`config.mk`:
```
export PLATFORM = sky130hd
export DESIGN_NAME = haar_seq
export DESIGN_NICKNAME = d
export VERILOG_FILES = /design/src/design/haar_pkg.sv /design/src/design/haar_seq.sv
export VERILOG_INCLUDE_DIRS = /design/src /design/src/design
export SDC_FILE = /design/constraint.sdc
export NUM_CORES = 1
export LEC_CHECK = 0
export ABC_AREA = 0
export BUFFER_PORTS_ARGS = -buffer_cell sky130_fd_sc_hd__buf_4
export CORE_UTILIZATION = 30
export CTS_CLUSTER_DIAMETER = 80
export DETAILED_ROUTE_END_ITERATION = 8
export GPL_ROUTABILITY_DRIVEN = 0
export GPL_TIMING_DRIVEN = 0
export HOLD_SLACK_MARGIN = 0.05
export SETUP_SLACK_MARGIN = 0.5
export SYNTH_ARGS = -nofsm -noshare
export SYNTH_HDL_FRONTEND = slang
export SYNTH_SLANG_ARGS = --single-unit
```
`constraint.sdc`:
```
create_clock -name clk_i -period 2.1 [get_ports clk_i]
set_input_delay 0.105 -clock clk_i [delete_from_list [all_inputs] [get_ports clk_i]]
set_output_delay 0.105 -clock clk_i [all_outputs]
set_load 0.01 [all_outputs]
```
`src/design/haar_feature_from_integral_image_top_macros.svh`:
```
// assertion macros for the haar feature block
`ifndef HAAR_FEATURE_FROM_INTEGRAL_IMAGE_TOP_MACROS_SVH
`define HAAR_FEATURE_FROM_INTEGRAL_IMAGE_TOP_MACROS_SVH

`ifndef ASSERT_OFF
`define HAAR_ASSERT(lbl, prop) \
  lbl: assert property (@(posedge clk_i) disable iff (!rst_ni) prop) \
    else $error("haar assertion failed");
`define HAAR_ASSERT_RST(lbl, prop) \
  lbl: assert property (@(posedge clk_i) prop) \
    else $error("haar reset assertion failed");
`else
`define HAAR_ASSERT(lbl, prop)
`define HAAR_ASSERT_RST(lbl, prop)
`endif

`endif

```
`src/design/haar_pkg.sv`:
```
// shared types, constants and microcode for the haar feature block
package haar_pkg;

  localparam int unsigned IMG_WIDTH   = 32;
  localparam int unsigned STORE_DEPTH = 1024;
  localparam int unsigned ADDR_W      = $clog2(STORE_DEPTH);
  localparam int unsigned VAL_W       = 18;
  localparam int unsigned FV_W        = 23;
  localparam int unsigned CW          = 10;
  localparam int unsigned IDX_W       = 2 * CW;
  localparam int unsigned ACC_W       = 26;
  localparam int unsigned PC_W        = 6;
  localparam int unsigned ROM_DEPTH   = 37;

  localparam logic ACT_WRITE = 1'b0;
  localparam logic ACT_EVAL  = 1'b1;

  localparam logic [2:0] KIND_VERT2   = 3'd1;
  localparam logic [2:0] KIND_HORIZ2  = 3'd2;
  localparam logic [2:0] KIND_VERT3   = 3'd3;
  localparam logic [2:0] KIND_HORIZ3  = 3'd4;
  localparam logic [2:0] KIND_CHECKER = 3'd5;

  localparam logic [PC_W-1:0] PC_VERT2   = PC_W'(0);
  localparam logic [PC_W-1:0] PC_HORIZ2  = PC_W'(6);
  localparam logic [PC_W-1:0] PC_VERT3   = PC_W'(12);
  localparam logic [PC_W-1:0] PC_HORIZ3  = PC_W'(20);
  localparam logic [PC_W-1:0] PC_CHECKER = PC_W'(28);

  typedef struct packed {
    logic       action;
    logic [9:0] entry_index;
    logic [17:0] entry_value;
    logic [5:0] origin_x;
    logic [5:0] origin_y;
    logic [5:0] rect_width;
    logic [5:0] rect_height;
    logic [2:0] feature_kind;
  } in_item_t;

  typedef struct packed {
    logic signed [22:0] feature_value;
    logic               error_flag;
  } out_item_t;

  typedef enum logic {OP_STEP, OP_LAST} op_e;
  typedef enum logic [2:0] {XS_ORG, XS_HALF, XS_THIRD1, XS_THIRD2, XS_END} xsel_e;
  typedef enum logic [2:0] {YS_ORG, YS_HALF, YS_THIRD1, YS_THIRD2, YS_END} ysel_e;
  typedef enum logic [2:0] {WT_P1, WT_P2, WT_P4, WT_N1, WT_N2} wt_e;

  typedef struct packed {
    op_e   op;
    xsel_e xs;
    ysel_e ys;
    wt_e   wt;
  } ucode_t;

  typedef struct packed {
    logic  wr;
    logic  load;
    logic  kind_err;
    logic  split;
    logic  issue;
    xsel_e xs;
    ysel_e ys;
    wt_e   wt;
    logic  finish;
  } ctrl_t;

  function automatic ucode_t ucode_rom(input logic [PC_W-1:0] pc);
    ucode_t w;
    unique case (pc)
      // vertical two-rect
      6'd0:  w = '{OP_STEP, XS_END,    YS_END,    WT_P1};
      6'd1:  w = '{OP_STEP, XS_ORG,    YS_HALF,   WT_P2};
      6'd2:  w = '{OP_STEP, XS_END,    YS_HALF,   WT_N2};
      6'd3:  w = '{OP_STEP, XS_ORG,    YS_END,    WT_N1};
      6'd4:  w = '{OP_STEP, XS_ORG,    YS_ORG,    WT_N1};
      6'd5:  w = '{OP_LAST, XS_END,    YS_ORG,    WT_P1};
      // horizontal two-rect
      6'd6:  w = '{OP_STEP, XS_HALF,   YS_END,    WT_P2};
      6'd7:  w = '{OP_STEP, XS_ORG,    YS_ORG,    WT_P1};
      6'd8:  w = '{OP_STEP, XS_HALF,   YS_ORG,    WT_N2};
      6'd9:  w = '{OP_STEP, XS_END,    YS_END,    WT_N1};
      6'd10: w = '{OP_STEP, XS_END,    YS_ORG,    WT_P1};
      6'd11: w = '{OP_LAST, XS_ORG,    YS_END,    WT_N1};
      // vertical three-rect
      6'd12: w = '{OP_STEP, XS_END,    YS_THIRD1, WT_P2};
      6'd13: w = '{OP_STEP, XS_ORG,    YS_THIRD2, WT_P2};
      6'd14: w = '{OP_STEP, XS_ORG,    YS_ORG,    WT_P1};
      6'd15: w = '{OP_STEP, XS_END,    YS_END,    WT_P1};
      6'd16: w = '{OP_STEP, XS_ORG,    YS_THIRD1, WT_N2};
      6'd17: w = '{OP_STEP, XS_END,    YS_THIRD2, WT_N2};
      6'd18: w = '{OP_STEP, XS_END,    YS_ORG,    WT_N1};
      6'd19: w = '{OP_LAST, XS_ORG,    YS_END,    WT_N1};
      // horizontal three-rect
      6'd20: w = '{OP_STEP, XS_THIRD1, YS_END,    WT_P2};
      6'd21: w = '{OP_STEP, XS_THIRD2, YS_ORG,    WT_P2};
      6'd22: w = '{OP_STEP, XS_ORG,    YS_ORG,    WT_P1};
      6'd23: w = '{OP_STEP, XS_END,    YS_END,    WT_P1};
      6'd24: w = '{OP_STEP, XS_THIRD1, YS_ORG,    WT_N2};
      6'd25: w = '{OP_STEP, XS_THIRD2, YS_END,    WT_N2};
      6'd26: w = '{OP_STEP, XS_END,    YS_ORG,    WT_N1};
      6'd27: w = '{OP_LAST, XS_ORG,    YS_END,    WT_N1};
      // checker
      6'd28: w = '{OP_STEP, XS_HALF,   YS_HALF,   WT_P4};
      6'd29: w = '{OP_STEP, XS_ORG,    YS_ORG,    WT_P1};
      6'd30: w = '{OP_STEP, XS_END,    YS_ORG,    WT_P1};
      6'd31: w = '{OP_STEP, XS_ORG,    YS_END,    WT_P1};
      6'd32: w = '{OP_STEP, XS_END,    YS_END,    WT_P1};
      6'd33: w = '{OP_STEP, XS_HALF,   YS_ORG,    WT_N2};
      6'd34: w = '{OP_STEP, XS_ORG,    YS_HALF,   WT_N2};
      6'd35: w = '{OP_STEP, XS_END,    YS_HALF,   WT_N2};
      6'd36: w = '{OP_LAST, XS_HALF,   YS_END,    WT_N2};
      default: w = '{OP_LAST, XS_ORG,  YS_ORG,    WT_P1};
    endcase
    return w;
  endfunction

  function automatic logic kind_ok(input logic [2:0] kind);
    return (kind == KIND_VERT2) || (kind == KIND_HORIZ2) || (kind == KIND_VERT3) ||
           (kind == KIND_HORIZ3) || (kind == KIND_CHECKER);
  endfunction

  function automatic logic [PC_W-1:0] entry_pc(input logic [2:0] kind);
    logic [PC_W-1:0] pc;
    unique case (kind)
      KIND_VERT2:   pc = PC_VERT2;
      KIND_HORIZ2:  pc = PC_HORIZ2;
      KIND_VERT3:   pc = PC_VERT3;
      KIND_HORIZ3:  pc = PC_HORIZ3;
      KIND_CHECKER: pc = PC_CHECKER;
      default:      pc = PC_VERT2;
    endcase
    return pc;
  endfunction

  // floor(v / 3) for v below 128 by reciprocal multiply
  function automatic logic [5:0] div3(input logic [6:0] v);
    logic [12:0] p;
    p = 13'(v) * 13'd43;
    return p[12:7];
  endfunction

endpackage

```
`src/design/haar_seq.sv`:
```
// microcode sequencer: dispatch, step counter and control word issue
`include "haar_feature_from_integral_image_top_macros.svh"

module haar_seq (
  input  logic          clk_i,
  input  logic          rst_ni,
  input  logic          accept_i,
  input  logic          action_i,
  input  logic [2:0]    feature_kind_i,
  input  logic          out_free_i,
  output haar_pkg::ctrl_t ctrl_o,
  output logic          busy_o
);
  import haar_pkg::*;

  localparam logic [2:0] S_IDLE  = 3'd0;
  localparam logic [2:0] S_SPLIT = 3'd1;
  localparam logic [2:0] S_RUN   = 3'd2;
  localparam logic [2:0] S_DRAIN = 3'd3;
  localparam logic [2:0] S_DONE  = 3'd4;

  logic [2:0]      state_q, state_d;
  logic [PC_W-1:0] pc_q, pc_d;
  ucode_t          uw;
  ctrl_t           ctrl;

  assign uw = ucode_rom(pc_q);

  always_comb begin
    ctrl    = '0;
    state_d = state_q;
    pc_d    = pc_q;
    unique case (state_q)
      S_IDLE: begin
        if (accept_i) begin
          if (action_i == ACT_WRITE) begin
            ctrl.wr = 1'b1;
          end else begin
            ctrl.load = 1'b1;
            if (kind_ok(feature_kind_i)) begin
              pc_d    = entry_pc(feature_kind_i);
              state_d = S_SPLIT;
            end else begin
              ctrl.kind_err = 1'b1;
              state_d       = S_DONE;
            end
          end
        end
      end
      S_SPLIT: begin
        ctrl.split = 1'b1;
        state_d    = S_RUN;
      end
      S_RUN: begin
        ctrl.issue = 1'b1;
        ctrl.xs    = uw.xs;
        ctrl.ys    = uw.ys;
        ctrl.wt    = uw.wt;
        if (uw.op == OP_LAST) begin
          state_d = S_DRAIN;
        end else begin
          pc_d = pc_q + PC_W'(1);
        end
      end
      S_DRAIN: begin
        state_d = S_DONE;
      end
      S_DONE: begin
        if (out_free_i) begin
          ctrl.finish = 1'b1;
          state_d     = S_IDLE;
        end
      end
      default: begin
        state_d = S_IDLE;
      end
    endcase
  end

  always_ff @(posedge clk_i or negedge rst_ni) begin
    if (!rst_ni) begin
      state_q <= S_IDLE;
      pc_q    <= '0;
    end else begin
      state_q <= state_d;
      pc_q    <= pc_d;
    end
  end

  assign ctrl_o = ctrl;
  assign busy_o = (state_q != S_IDLE);

  `HAAR_ASSERT(a_pc_range, (state_q == S_RUN) |-> (pc_q < PC_W'(ROM_DEPTH)))
  `HAAR_ASSERT(a_one_op, $onehot0({ctrl.wr, ctrl.load, ctrl.split, ctrl.issue, ctrl.finish}))

endmodule

```
==> impl_metrics.env <==
export IMPL_run_status="complete, no violations"
export IMPL_setup_viol=0
export IMPL_dp_cells=220
export IMPL_ios=24
export IMPL_coreArea_um2=3720
export IMPL_power_uw=3560
export IMPL_firstDrtPassIters=4
export IMPL_crit_type="flop to flop"
export IMPL_synth_cell_area_um2=1190
export IMPL_ant_nets=0
export IMPL_vias_per_cell=5.69
export IMPL_critPathSlowestCell="dfrtp_1"
export IMPL_worstPathCellList="buf_6 -> buf_12 -> inv_8 -> ha_4 -> or2_4 -> o211ai_4 -> and3_4 -> buf_6 -> mux2_4"
export IMPL_max_freq_ghz=0.501
export IMPL_avgSynthCellArea_um2=7.96
export IMPL_vias=1444
export IMPL_syn_inst=149
export IMPL_yosysWarnings=0
export IMPL_yosys_area_share_adder=0.105
export IMPL_hpwl_um=2630
export IMPL_yosys_area_top_type_share=0.190
export IMPL_yosysSeqAreaShare=0.190
export IMPL_diodes=0
export IMPL_synth_mux_area_frac=0.0633
export IMPL_final_hold_violation_count=0
export IMPL_die_y_um=64.9
export IMPL_synth_top_family_by_area="compound AO/OA/AOI/OAI gates"
export IMPL_synthFlopType="dfrtp_1"
export IMPL_crit_path_end_kind="flop"
export IMPL_seq_area_um2=229
export IMPL_p_leak_uw=0.000870
export IMPL_drcViolationCount=0
export IMPL_numCtsBuffers=3
export IMPL_grtUsageTotal=0.208
export IMPL_clkLatencyLatePin_ps=230
export IMPL_synth_edf_count=0
export IMPL_grt_ovfl_total=0
export IMPL_start_util=0.319
export IMPL_multi_input_area_um2=1100
export IMPL_maxSlewHeadroom=0.538
export IMPL_clockBufferDepth=2
export IMPL_final_layout_size_suffix_gt1_frac=0.544
export IMPL_clk_pin_slew_ps=40
export IMPL_antenna_found_initial=0
export IMPL_fillCellCount=320
export IMPL_area_growth_pct=73.4
export IMPL_crit_path_frequent_cell="buf_6"
export IMPL_die_area_um2=4210
export IMPL_grt_setup_unrepaired="true"
export IMPL_min_path_type="input pin to async pin"
export IMPL_peakVddDrop_mv=0.736
export IMPL_r2r_slack_ps=100
export IMPL_cts_root_buffer="clkbuf_8"
export IMPL_grt_pass1_vias=1375
export IMPL_cts_max_level=1
export IMPL_synth_largest_area_cell="dfrtp_1"
export IMPL_cts_num_sinks=9
export IMPL_cp_max_fo=6
export IMPL_layout_nets=225
export IMPL_cp_data_arrival_time_ps=2110
export IMPL_synth_xor_area_share=0.0222
export IMPL_cpLargestDelayFamily="simple AND/OR/NAND/NOR gates"
export IMPL_fin_hold_ws_ps=233
export IMPL_grt_pass1_wl_um=6790
export IMPL_drt_iter0_markers=68
export IMPL_wl_um=4220
export IMPL_synth_commonest_cells="10 x a21oi_1, 10 x ha_1, 10 x inv_1, 10 x nand2_1, 9 x dfrtp_1"
export IMPL_fin_crit_sh=0.951
export IMPL_maxSlewViolCount=0
export IMPL_p_per_area_nw_per_um2=1730
export IMPL_grt_start_max_net_pins=11
export IMPL_fin_skew_ps=0.227
export IMPL_synth_area_leaders="dfrtp_1 19%, ha_1 11%, mux2i_1 5.1%"
export IMPL_ys_ff_latch=9
export IMPL_synth_compound_area_frac=0.275
export IMPL_async_flop_share=1.00
export IMPL_synth_nets=167
export IMPL_worst_slew_pin_transition_ps=692
export IMPL_final_instance_count_excl_fill=254
export IMPL_min_period_ps=2000
export IMPL_wl_per_cell_um=16.6
export IMPL_die_w_um=64.9
export IMPL_io_buffers=23
export IMPL_max_stage_delay_ps=410
export IMPL_yosysUniqueCellTypes=48
export IMPL_setup_worst_path_start_class="flop"
export IMPL_drv_cap=0
export IMPL_num_rows=22
export IMPL_synthSimpleGateAreaFrac=0.250
export IMPL_cts_tree="yes"
export IMPL_critPathBufInv=4
export IMPL_required_ps=2220
## final timing paths
kind / start / end / depth (start not counted)
worst max-delay path: pc_q[2] / pc_q[2] / 9
worst min-delay path: rst_ni / state_q[0] / 2
worst max register to register: pc_q[2] / pc_q[2] / 9
min in group clk_i: feature_kind_i[0] / pc_q[3] / 3
max in group asynchronous: rst_ni / pc_q[0] / 2
worst min register to register: state_q[2] / state_q[0] / 3
## kinds of logic (layout without fill, tap and decap cells)
logic type | after synthesis | count (layout)
compound gates | 47 | 47
xor+xnor | 3 | 3
fa+ha+maj | 10 | 10
buf+inv | 22 | 79
flops | 9 | 9
mux | 7 | 7
simple gates | 51 | 51
## cell type report
| cell class | count | area share |
|---|---|---|
| repair buffers | 53 | 0.209 |
| clock buffers | 4 | 0.0219 |
| flip-flops and latches | 9 | 0.111 |
| inverters | 10 | 0.0262 |
| multi-input cells | 118 | 0.537 |
| well taps | 48 | 0.0292 |
| plain buffers | 12 | 0.0651 |
## where the power goes
part           internal [uW]  switching (uW)  total (uW)
clock                    132            69.3         202
sequential               254            95.2         349
combinational           1530            1480        3010
## through the flow
step	setup WS, ps	utilization	instance area [um^2]	TNS (ps)
4_1_cts	145	0.534	1980	0
6_report	104	0.554	2060	0
3_3_place_gp	-18.4	0.410	1530	-18.4
5_1_grt	63.5	0.554	2060	0
2_1_floorplan	142	-	1290	0
3_5_place_dp	-23.7	0.410	1530	-23.7
## cell usage in the layout (no fill, tap or decap), drive strengths merged, types with 3 or more instances in the layout
master / netlist / layout
a211oi: 5 / 5
a21oi: 10 / 10
a31oi: 5 / 5
and3: 3 / 3
and3b: 3 / 3
buf: 9 / 62
clkbuf: 3 / 6
dfrtp: 9 / 9
ha: 10 / 10
inv: 10 / 9
mux2i: 6 / 6
nand2: 10 / 10
nand3: 3 / 3
nor2: 6 / 6
nor3: 7 / 7
nor4b: 3 / 3
o21ai: 8 / 8
or2: 3 / 3
## what timing repair did
| action | 4_1_cts | 5_1_grt |
|---|---|---|
| pin swaps | 16 | 4 |
| buffers inserted | 27 | 2 |
| cloned | 0 | 0 |
| endpoints found under the hold margin | 9 | 0 |
| setup endpoints to repair | 20 | 19 |
| hold buffers | 1 | 0 |
| gates resized for setup | 48 | 12 |
## metal layers
layer | wire length, um | global-route usage
met1 | 1810 | 0.264
met2 | 2090 | 0.353
met3 | 284 | 0.0511
met4 | 32 | 0.0444
met5 | 0 | 0
## registers in the layout, summed over array words and instances, names as in the netlist
register and count:
state_q 3, pc_q 6
(Power assumes the default switching activity.)
